==> src/stq_pkg.sv <==
`default_nettype none
package stq_pkg;

	localparam int DEPTH_DEF = 16;
	localparam logic [31:0] TPS_RESET = 32'd10000000;
	localparam int MS_PER_SEC = 1000;
	localparam int DIV_STEPS = 16;
	localparam logic [63:0] EMPTY_COMPARE = 64'hFFFF_FFFF_FFFF_FFFF;

	localparam logic OP_ADD = 1'b0;
	localparam logic OP_TICK = 1'b1;

	localparam logic [1:0] KIND_UPDATE = 2'd0;
	localparam logic [1:0] KIND_FIRED = 2'd1;
	localparam logic [1:0] KIND_REJECT = 2'd2;

	typedef struct packed {
		logic [63:0] expiry;
		logic [7:0]  tag;
		logic        notify;
	} entry_t;

	typedef enum logic [1:0] {
		OUT_ADD,
		OUT_FULL,
		OUT_FIRE,
		OUT_TICK
	} out_sel_t;

	typedef enum logic [3:0] {
		S_IDLE,
		S_MUL,
		S_DIV,
		S_ADD,
		S_INS_RD,
		S_INS_CMP,
		S_ADD_OUT,
		S_FULL_OUT,
		S_SCAN_RD,
		S_SCAN_CMP,
		S_FIRE_RD,
		S_FIRE_CHK,
		S_TICK_OUT
	} state_t;

	typedef struct packed {
		logic     ld_in;
		logic     mul;
		logic     div_step;
		logic     add;
		logic     rd_en;
		logic     rd_prev;
		logic     ins_shift;
		logic     ins_place;
		logic     scan_hit;
		logic     scan_end_rd;
		logic     scan_end_empty;
		logic     fire_next;
		logic     out_ld;
		out_sel_t out_sel;
		logic     commit;
	} cmd_t;

	typedef struct packed {
		logic op;
		logic full;
		logic div_done;
		logic idx_zero;
		logic idx_lt_count;
		logic idx_lt_due;
		logic ins_move;
		logic rd_due;
		logic rd_notify;
		logic out_free;
	} status_t;

endpackage
`default_nettype wire

==> src/stq_ctrl.sv <==
`default_nettype none
module stq_ctrl (
	input  wire logic            clk,
	input  wire logic            arst_n,
	input  wire logic            in_valid,
	output logic                 in_stall,
	input  wire stq_pkg::status_t st,
	output stq_pkg::cmd_t        cmd
);

	stq_pkg::state_t state_q, state_d;

	// state register
	always_ff @(posedge clk or negedge arst_n) begin
		if (!arst_n) begin
			state_q <= stq_pkg::S_IDLE;
		end else begin
			state_q <= state_d;
		end
	end

	// next state and commands
	always_comb begin
		state_d = state_q;
		cmd = '0;
		cmd.out_sel = stq_pkg::OUT_ADD;
		in_stall = 1'b1;
		unique case (state_q)
			stq_pkg::S_IDLE: begin
				in_stall = 1'b0;
				if (in_valid) begin
					cmd.ld_in = 1'b1;
					if (st.op == stq_pkg::OP_TICK) begin
						state_d = stq_pkg::S_SCAN_RD;
					end else if (st.full) begin
						state_d = stq_pkg::S_FULL_OUT;
					end else begin
						state_d = stq_pkg::S_MUL;
					end
				end
			end
			stq_pkg::S_MUL: begin
				cmd.mul = 1'b1;
				state_d = stq_pkg::S_DIV;
			end
			stq_pkg::S_DIV: begin
				cmd.div_step = 1'b1;
				if (st.div_done) begin
					state_d = stq_pkg::S_ADD;
				end
			end
			stq_pkg::S_ADD: begin
				cmd.add = 1'b1;
				state_d = stq_pkg::S_INS_RD;
			end
			stq_pkg::S_INS_RD: begin
				if (st.idx_zero) begin
					cmd.ins_place = 1'b1;
					state_d = stq_pkg::S_ADD_OUT;
				end else begin
					cmd.rd_en = 1'b1;
					cmd.rd_prev = 1'b1;
					state_d = stq_pkg::S_INS_CMP;
				end
			end
			stq_pkg::S_INS_CMP: begin
				if (st.ins_move) begin
					cmd.ins_shift = 1'b1;
					state_d = stq_pkg::S_INS_RD;
				end else begin
					cmd.ins_place = 1'b1;
					state_d = stq_pkg::S_ADD_OUT;
				end
			end
			stq_pkg::S_ADD_OUT: begin
				cmd.out_sel = stq_pkg::OUT_ADD;
				if (st.out_free) begin
					cmd.out_ld = 1'b1;
					state_d = stq_pkg::S_IDLE;
				end
			end
			stq_pkg::S_FULL_OUT: begin
				cmd.out_sel = stq_pkg::OUT_FULL;
				if (st.out_free) begin
					cmd.out_ld = 1'b1;
					state_d = stq_pkg::S_IDLE;
				end
			end
			stq_pkg::S_SCAN_RD: begin
				if (st.idx_lt_count) begin
					cmd.rd_en = 1'b1;
					state_d = stq_pkg::S_SCAN_CMP;
				end else begin
					cmd.scan_end_empty = 1'b1;
					state_d = stq_pkg::S_FIRE_RD;
				end
			end
			stq_pkg::S_SCAN_CMP: begin
				if (st.rd_due) begin
					cmd.scan_hit = 1'b1;
					state_d = stq_pkg::S_SCAN_RD;
				end else begin
					cmd.scan_end_rd = 1'b1;
					state_d = stq_pkg::S_FIRE_RD;
				end
			end
			stq_pkg::S_FIRE_RD: begin
				if (st.idx_lt_due) begin
					cmd.rd_en = 1'b1;
					state_d = stq_pkg::S_FIRE_CHK;
				end else begin
					state_d = stq_pkg::S_TICK_OUT;
				end
			end
			stq_pkg::S_FIRE_CHK: begin
				cmd.out_sel = stq_pkg::OUT_FIRE;
				if (!st.rd_notify) begin
					cmd.fire_next = 1'b1;
					state_d = stq_pkg::S_FIRE_RD;
				end else if (st.out_free) begin
					cmd.out_ld = 1'b1;
					cmd.fire_next = 1'b1;
					state_d = stq_pkg::S_FIRE_RD;
				end
			end
			stq_pkg::S_TICK_OUT: begin
				cmd.out_sel = stq_pkg::OUT_TICK;
				if (st.out_free) begin
					cmd.out_ld = 1'b1;
					cmd.commit = 1'b1;
					state_d = stq_pkg::S_IDLE;
				end
			end
			default: begin
				state_d = stq_pkg::S_IDLE;
			end
		endcase
	end

endmodule
`default_nettype wire

==> src/stq_dp.sv <==
`default_nettype none
module stq_dp #(
	parameter int DEPTH = stq_pkg::DEPTH_DEF
) (
	input  wire logic          clk,
	input  wire logic          arst_n,
	input  wire stq_pkg::cmd_t cmd,
	output stq_pkg::status_t   st,
	input  wire logic [31:0]   tps,
	input  wire logic          op,
	input  wire logic [63:0]   now,
	input  wire logic [31:0]   delay,
	input  wire logic [7:0]    tag,
	input  wire logic          notify,
	output logic               out_valid,
	input  wire logic          out_stall,
	output logic [1:0]         kind,
	output logic [7:0]         fired_tag,
	output logic [63:0]        compare_value,
	output logic               compare_written,
	output logic               last
);

	localparam int AW = (DEPTH > 1) ? $clog2(DEPTH) : 1;
	localparam int CW = $clog2(DEPTH + 1);

	stq_pkg::entry_t mem [DEPTH];
	stq_pkg::entry_t rd_q;

	logic [63:0] now_q;
	logic [31:0] delay_q;
	logic [7:0]  tag_q;
	logic        notify_q;
	logic [63:0] work_q;
	logic [9:0]  rem_q;
	logic [3:0]  div_cnt_q;
	logic [63:0] exp_q;
	logic [CW-1:0] idx_q;
	logic [CW-1:0] due_q;
	logic [CW-1:0] count_q;
	logic [AW-1:0] head_q;
	logic [63:0] first_q;
	logic [63:0] cmp_q;
	logic        wflag_q;

	logic [63:0] work_d;
	logic [9:0]  rem_d;
	logic [AW-1:0] rd_addr;
	logic [AW-1:0] wr_addr;
	logic        out_free;

	// ring position of logical entry i
	function automatic logic [AW-1:0] phys(input logic [AW-1:0] h, input logic [CW-1:0] i);
		logic [CW:0] s;
		s = (CW+1)'(h) + (CW+1)'(i);
		if (s >= (CW+1)'(DEPTH)) begin
			s = s - (CW+1)'(DEPTH);
		end
		return AW'(s);
	endfunction

	// divide by 1000, four quotient bits a step
	always_comb begin
		logic [10:0] r2;
		work_d = work_q;
		rem_d = rem_q;
		for (int k = 0; k < 4; k++) begin
			r2 = {rem_d, work_d[63]};
			work_d = {work_d[62:0], 1'b0};
			if (r2 >= 11'(stq_pkg::MS_PER_SEC)) begin
				r2 = r2 - 11'(stq_pkg::MS_PER_SEC);
				work_d[0] = 1'b1;
			end
			rem_d = r2[9:0];
		end
	end

	assign rd_addr = cmd.rd_prev ? phys(head_q, idx_q - CW'(1)) : phys(head_q, idx_q);
	assign wr_addr = phys(head_q, idx_q);
	assign out_free = !out_valid || !out_stall;

	// entry memory
	always_ff @(posedge clk) begin
		if (cmd.ins_shift) begin
			mem[wr_addr] <= rd_q;
		end else if (cmd.ins_place) begin
			mem[wr_addr] <= '{expiry: exp_q, tag: tag_q, notify: notify_q};
		end
		if (cmd.rd_en) begin
			rd_q <= mem[rd_addr];
		end
	end

	// request and arithmetic registers
	always_ff @(posedge clk) begin
		if (cmd.ld_in) begin
			now_q <= now;
			delay_q <= delay;
			tag_q <= tag;
			notify_q <= notify;
		end
		if (cmd.mul) begin
			work_q <= 64'(delay_q) * 64'(tps);
			rem_q <= '0;
			div_cnt_q <= '0;
		end else if (cmd.div_step) begin
			work_q <= work_d;
			rem_q <= rem_d;
			div_cnt_q <= div_cnt_q + 4'd1;
		end
		if (cmd.add) begin
			exp_q <= now_q + work_q;
		end
		if (cmd.ins_place) begin
			wflag_q <= (idx_q == '0);
		end
		if (cmd.scan_end_rd) begin
			cmp_q <= rd_q.expiry;
		end else if (cmd.scan_end_empty) begin
			cmp_q <= stq_pkg::EMPTY_COMPARE;
		end
		if (cmd.scan_end_rd || cmd.scan_end_empty) begin
			due_q <= idx_q;
		end
		if (cmd.ins_place && idx_q == '0) begin
			first_q <= exp_q;
		end else if (cmd.commit) begin
			first_q <= cmp_q;
		end
	end

	// queue control state
	always_ff @(posedge clk or negedge arst_n) begin
		if (!arst_n) begin
			idx_q <= '0;
			count_q <= '0;
			head_q <= '0;
		end else begin
			if (cmd.ld_in || cmd.scan_end_rd || cmd.scan_end_empty) begin
				idx_q <= '0;
			end else if (cmd.add) begin
				idx_q <= count_q;
			end else if (cmd.ins_shift) begin
				idx_q <= idx_q - CW'(1);
			end else if (cmd.scan_hit || cmd.fire_next) begin
				idx_q <= idx_q + CW'(1);
			end
			if (cmd.ins_place) begin
				count_q <= count_q + CW'(1);
			end else if (cmd.commit) begin
				count_q <= count_q - due_q;
				head_q <= phys(head_q, due_q);
			end
		end
	end

	// output register
	always_ff @(posedge clk or negedge arst_n) begin
		if (!arst_n) begin
			out_valid <= 1'b0;
		end else if (cmd.out_ld) begin
			out_valid <= 1'b1;
		end else if (!out_stall) begin
			out_valid <= 1'b0;
		end
	end

	always_ff @(posedge clk) begin
		if (cmd.out_ld) begin
			case (cmd.out_sel)
				stq_pkg::OUT_ADD: begin
					kind <= stq_pkg::KIND_UPDATE;
					fired_tag <= '0;
					compare_value <= first_q;
					compare_written <= wflag_q;
					last <= 1'b1;
				end
				stq_pkg::OUT_FULL: begin
					kind <= stq_pkg::KIND_REJECT;
					fired_tag <= '0;
					compare_value <= (count_q != '0) ? first_q : stq_pkg::EMPTY_COMPARE;
					compare_written <= 1'b0;
					last <= 1'b1;
				end
				stq_pkg::OUT_FIRE: begin
					kind <= stq_pkg::KIND_FIRED;
					fired_tag <= rd_q.tag;
					compare_value <= cmp_q;
					compare_written <= 1'b0;
					last <= 1'b0;
				end
				default: begin
					kind <= stq_pkg::KIND_UPDATE;
					fired_tag <= '0;
					compare_value <= cmp_q;
					compare_written <= 1'b1;
					last <= 1'b1;
				end
			endcase
		end
	end

	// status to the controller
	always_comb begin
		st.op = op;
		st.full = (count_q == CW'(DEPTH));
		st.div_done = (div_cnt_q == 4'(stq_pkg::DIV_STEPS - 1));
		st.idx_zero = (idx_q == '0);
		st.idx_lt_count = (idx_q < count_q);
		st.idx_lt_due = (idx_q < due_q);
		st.ins_move = (rd_q.expiry > exp_q);
		st.rd_due = (rd_q.expiry <= now_q);
		st.rd_notify = rd_q.notify;
		st.out_free = out_free;
	end

endmodule
`default_nettype wire

==> src/sorted_timer_queue.sv <==
`default_nettype none
// Sorted timer queue: keeps up to DEPTH timers ordered by expiry in a ring
// memory with one read and one write port. After the cycle that takes it, an
// add converts the delay (one multiply, sixteen divide-by-1000 steps of four
// bits, one add), moves every pending entry with a later expiry one place up
// through the memory port, places the new timer at the front or behind an
// earlier entry, and gives its result. An add to a full queue gives only its
// reject. A tick reads the entries in order to find the due ones, ends the scan
// at the first entry not yet due or at the end of the queue, then reads each due
// entry again to report or drop it, and ends with the final result. Every result
// waits while the output is stalled. A new request is taken once the last result
// of the previous one sits in the output register.
module sorted_timer_queue #(
	parameter int DEPTH = stq_pkg::DEPTH_DEF
) (
	input  wire logic        clk,
	input  wire logic        arst_n,
	input  wire logic        psel,
	input  wire logic        penable,
	input  wire logic        pwrite,
	input  wire logic [1:0]  paddr,
	input  wire logic [31:0] pwdata,
	output logic [31:0]      prdata,
	output logic             pready,
	input  wire logic        in_valid,
	output logic             in_stall,
	input  wire logic        op,
	input  wire logic [63:0] now,
	input  wire logic [31:0] delay,
	input  wire logic [7:0]  tag,
	input  wire logic        notify,
	output logic             out_valid,
	input  wire logic        out_stall,
	output logic [1:0]       kind,
	output logic [7:0]       fired_tag,
	output logic [63:0]      compare_value,
	output logic             compare_written,
	output logic             last
);

	logic [31:0] tps_q;
	stq_pkg::cmd_t cmd;
	stq_pkg::status_t st;

	// configuration register
	assign pready = 1'b1;
	assign prdata = (paddr == 2'd0) ? tps_q : 32'd0;

	always_ff @(posedge clk or negedge arst_n) begin
		if (!arst_n) begin
			tps_q <= stq_pkg::TPS_RESET;
		end else if (psel && penable && pwrite && paddr == 2'd0) begin
			tps_q <= pwdata;
		end
	end

	stq_ctrl u_ctrl (
		.clk      (clk),
		.arst_n   (arst_n),
		.in_valid (in_valid),
		.in_stall (in_stall),
		.st       (st),
		.cmd      (cmd)
	);

	stq_dp #(.DEPTH(DEPTH)) u_dp (
		.clk             (clk),
		.arst_n          (arst_n),
		.cmd             (cmd),
		.st              (st),
		.tps             (tps_q),
		.op              (op),
		.now             (now),
		.delay           (delay),
		.tag             (tag),
		.notify          (notify),
		.out_valid       (out_valid),
		.out_stall       (out_stall),
		.kind            (kind),
		.fired_tag       (fired_tag),
		.compare_value   (compare_value),
		.compare_written (compare_written),
		.last            (last)
	);

	// a fired result never closes a request nor programs the compare
	a_fired_not_last: assert property (@(posedge clk) disable iff (!arst_n)
		out_valid && kind == stq_pkg::KIND_FIRED |-> !last && !compare_written)
		else $error("fired result marked last or written");

	// update and reject results always close a request
	a_update_last: assert property (@(posedge clk) disable iff (!arst_n)
		out_valid && (kind == stq_pkg::KIND_UPDATE || kind == stq_pkg::KIND_REJECT) |-> last)
		else $error("closing result without last");

	// a reject never programs the compare
	a_reject_nowrite: assert property (@(posedge clk) disable iff (!arst_n)
		out_valid && kind == stq_pkg::KIND_REJECT |-> !compare_written)
		else $error("reject wrote compare");

endmodule
`default_nettype wire
==> config.mk <==
export PLATFORM = sky130hd
export DESIGN_NAME = sorted_timer_queue
export DESIGN_NICKNAME = d
export VERILOG_FILES = /design/src/stq_pkg.sv /design/src/stq_ctrl.sv /design/src/stq_dp.sv /design/src/sorted_timer_queue.sv
export SDC_FILE = /design/constraint.sdc
export NUM_CORES = 2
export LEC_CHECK = 0
export BUFFER_PORTS_ARGS = -buffer_cell sky130_fd_sc_hd__buf_2
export CAP_MARGIN = 20
export CORE_MARGIN = 2
export CORE_UTILIZATION = 40
export DETAILED_ROUTE_END_ITERATION = 8
export GPL_ROUTABILITY_DRIVEN = 0
export GPL_TIMING_DRIVEN = 1
export PLACE_DENSITY_LB_ADDON = 0.1
export SLEW_MARGIN = 20
export SYNTH_ARGS = -nofsm -noshare
export SYNTH_HDL_FRONTEND = slang
export SYNTH_SLANG_ARGS = --single-unit
==> constraint.sdc <==
create_clock -name clk -period 8.57 [get_ports clk]
set_input_delay 1.2855 -clock clk [delete_from_list [all_inputs] [get_ports clk]]
set_output_delay 1.2855 -clock clk [all_outputs]
set_load 0.05 [all_outputs]
==> impl_metrics.csv <==
group,metric,value,unit
detailed_routing,via_per_inst,5.394,
detailed_routing,routed_wl,306600,um
critical_path,required,9100,ps
sta,setup_viol,0,
critical_path,r2r_end,"u_dp.work_q[56]",
synthesis,ys_seq_area_share,48.41,%
critical_path,timing.rr.start,"u_dp.delay_q[11]",
synthesis,synth_common_cells,"edfxtp_1, inv_1, fa_1",
floorplan,dieArea,273400,um^2
synthesis,synthAdderAreaFrac,22.38,%
critical_path,cpMaxStageDelayCell,"fa_1",
global_routing,grt_pass1_wl,457800,um
critical_path,r2r_setup_slack,220,ps
placement,pre_cts_ws,-193.9,ps
synthesis,synth_top_family_by_area,"adder cells",
global_routing,grt_max_degree,127,
detailed_routing,vias,64666,
sta,tns,0,ps
sta,max-slew-margin-rel,21.81,%
detailed_routing,first_pass_iters,7,
synthesis,netlist_instances,7968,
synthesis,synth_area_leaders,"edfxtp_1, fa_1, mux4_2",
synthesis,async_flop_share,2.916,%
floorplan,fp.dieW,522.9,um
synthesis,synth-edff-count,1684,
finish,multi_input_area,50630,um^2
synthesis,synthMuxAreaShare,8.704,%
synthesis,ys_seq_elements,1749,
detailed_routing,wl_per_cell,25.58,um
cts,htree_levels,4,
critical_path,crit_top_cell,"fa_1",
critical_path,crit_arrival,8880,ps
cts,holdBufCountCts,0,
critical_path,worst_path_largest_cell_delay,610,ps
synthesis,synth-simple-area-share,8.741,%
cts,cts_tree,"built",
synthesis,synth_xor_area_share,1.204,%
global_routing,grt_pass1_vias,68532,
critical_path,crit_type,"register to register",
critical_path,endpoint_kind,"register",
detailed_routing,postRouteAntennaNets,0,
global_routing,antenna_found_initial,15,
cts,cts_made_buffers,199,
sta,fmax,0.1198,GHz
sta,finalCriticalPeriod,8347,ps
synthesis,syn_avg_cell_area,13.52,um^2
outcome,status,"finished, final reports clean",
placement,dp_cells,11601,
cts,numClockSinks,1749,
cts,clk_pin_slew_worst_paths,60,ps
critical_path,crit_path_start_kind,"register",
sta,worst_pin_slew,1173,ps
finish,layout-drive-gt1-share,16.38,%
sta,finalClockSkew,69.22,ps
synthesis,yosysMostFrequentCell,"edfxtp_1",
cts,cts_buffer_depth,4,
global_routing,grt_use_total,22.68,%
floorplan,num_rows,190,
placement,portBuffers,256,
critical_path,crit_buf_inv,7,
detailed_routing,route.detailed.drc,0,
finish,nNetsFinal,9810,
finish,fin_util,45.15,%
synthesis,synthesis.nets,9501,
finish,fillCellCount,24144,
sta,rsz0062_at_grt,"yes",
finish,finalNonFillerCells,11988,
critical_path,critPathLaunch,"u_dp.delay_q[11]",
floorplan,ios,258,
detailed_routing,drt_iter0_drc,4591,
floorplan,die_h,522.9,um
critical_path,cp_max_fo,5,
sta,final_hold_viol_count,0,
min_path,hold_path_class,"register to register",
critical_path,crit_end,"u_dp.work_q[56]",
placement,hpwl,205100,um
floorplan,floorplan.initialDensity,40.20,%
synthesis,synth_cell_types,92,
critical_path,cpLargestDelayFamily,"adder cells",
sta,slew_violations,0,
synthesis,syn-cell-area,107700,um^2
cts,root_buffer,"clkbuf_16",
synthesis,yosysTopAreaCell,"edfxtp_1",
synthesis,synth-main-ff-cell,"edfxtp_1",
finish,seqCellArea,52150,um^2
floorplan,core_area,267900,um^2
critical_path,ff2ff_path_depth,28,
synthesis,synth_top_area_share,46.95,%
synthesis,synth_compound_area_share,5.516,%
synthesis,yosys_warnings,0,
cts,clk-insertion-delay-late,860,ps
critical_path,critical_path_cell_count,28,
run,cap_violations,0,
finish,areaGrowthSynthToFinish,12.30,%
global_routing,overflow,0,
sta,fin_crit_sh,97.39,%
sta,fin_ws,223.4,ps
==> per-stage QoR <==
stage | instance area [um^2] | hold WS, ps
6_report | 121000 | 497.8
5_1_grt | 121000 | 529.6
4_1_cts | 120400 | 488.1
3_5_place_dp | 114100 | 506.3
3_3_place_gp | 114100 | 483.2
2_1_floorplan | 107700 | 461.7
==> sequential cells by signal, summed over array words and instances, names as in the netlist, 64 cells and up <==
signal,cells
u_dp.rd_q,72
u_dp.first_q,64
u_dp.mem,1168
u_dp.compare_value,64
u_dp.cmp_q,64
u_dp.work_q,64
u_dp.now_q,64
u_dp.exp_q,64
==> worst min path at each step <==
| stage | start | end | cells after the start |
|---|---|---|---|
| finish | u_dp.first_q[15] | u_dp.compare_value[15] | 1 |
| global route | u_dp.first_q[15] | u_dp.compare_value[15] | 1 |
| CTS | u_dp.first_q[15] | u_dp.compare_value[15] | 1 |
| detailed placement | tps_q[21] | tps_q[21] | 1 |
| global placement | u_dp.div_cnt_q[1] | u_dp.div_cnt_q[1] | 1 |
| floorplan | u_dp.head_q[3] | u_dp.head_q[3] | 1 |
==> kinds of logic (layout without fill, tap and decap cells) <==
group / count (synthesis) / count (layout)
mux: 550 / 550
fa+ha+maj: 1386 / 1386
xor+xnor: 148 / 148
flops: 1749 / 1749
other cells: 1 / 7
simple gates: 1800 / 1800
buf+inv: 1437 / 1899
compound gates: 897 / 897
==> per-layer routing <==
layer	wire, um	track usage, %	part of all wire, %	vias up
met5	267	0	0.087	-
met4	8181	6.006	2.7	4
met3	13100	2.491	4.3	358
met2	147000	37.42	48	1622
met1	138100	31.95	45	34356
li1	-	-	-	28326
==> cells in the final DEF, fill, tap and decap left out, types with 28 or more instances in the layout <==
cell type,Yosys,final
mux2i_1,85,83
xnor2_1,86,86
clkinv_1,1,46
clkinv_2,0,36
a21oi_1,247,241
buf_4,1,215
nand2_1,619,617
mux2_2,173,173
nor2_1,135,117
nor2b_1,101,101
buf_2,24,257
mux4_2,292,292
inv_1,1031,1026
nor3_1,30,28
nand4_1,57,57
o22a_1,65,65
nand2b_1,95,94
a211oi_1,86,86
a21o_1,138,138
nand3_1,32,30
fa_1,901,894
and2_1,634,628
edfxtp_1,1684,1684
o21ai_0,162,158
xor2_1,62,61
clkbuf_16,0,204
ha_1,485,478
dfrtp_1,43,36
clkbuf_1,326,30
==> what timing repair did <==
action / in CTS / in global routing
setup buffers: 1 / 24
gates cloned: 0 / 3
resized for setup: 2 / 74
pin swaps: 1 / 30
hold endpoints to repair: 0 / 0
setup endpoints to repair: 5 / 14
==> area by class of cell <==
class                   count  share of cell area (%)
flip-flops and latches   1749                   43.11
multi-input cells        4782                   41.86
clock buffers             231                   4.251
well taps                3552                   3.674
inverters                1034                   3.211
repair buffers            511                   2.966
clock inverters           123                  0.9165
diodes                      6                 0.01241
==> worst register-to-register path, delay by kind of cell (launching register included) <==
kind | cells | cell delay [ps]
buffers and inverters | 7 | 910
XOR/XNOR | 1 | 180
AND/OR/NAND/NOR | 1 | 150
AO/OA/AOI/OAI | 10 | 1870
flip-flops | 1 | 480
adder cells (fa/ha/maj) | 9 | 4460
Power is left out: the tool's default activity adds up to more than one toggle a clock period on the data nets, which glitch-free logic cannot reach.
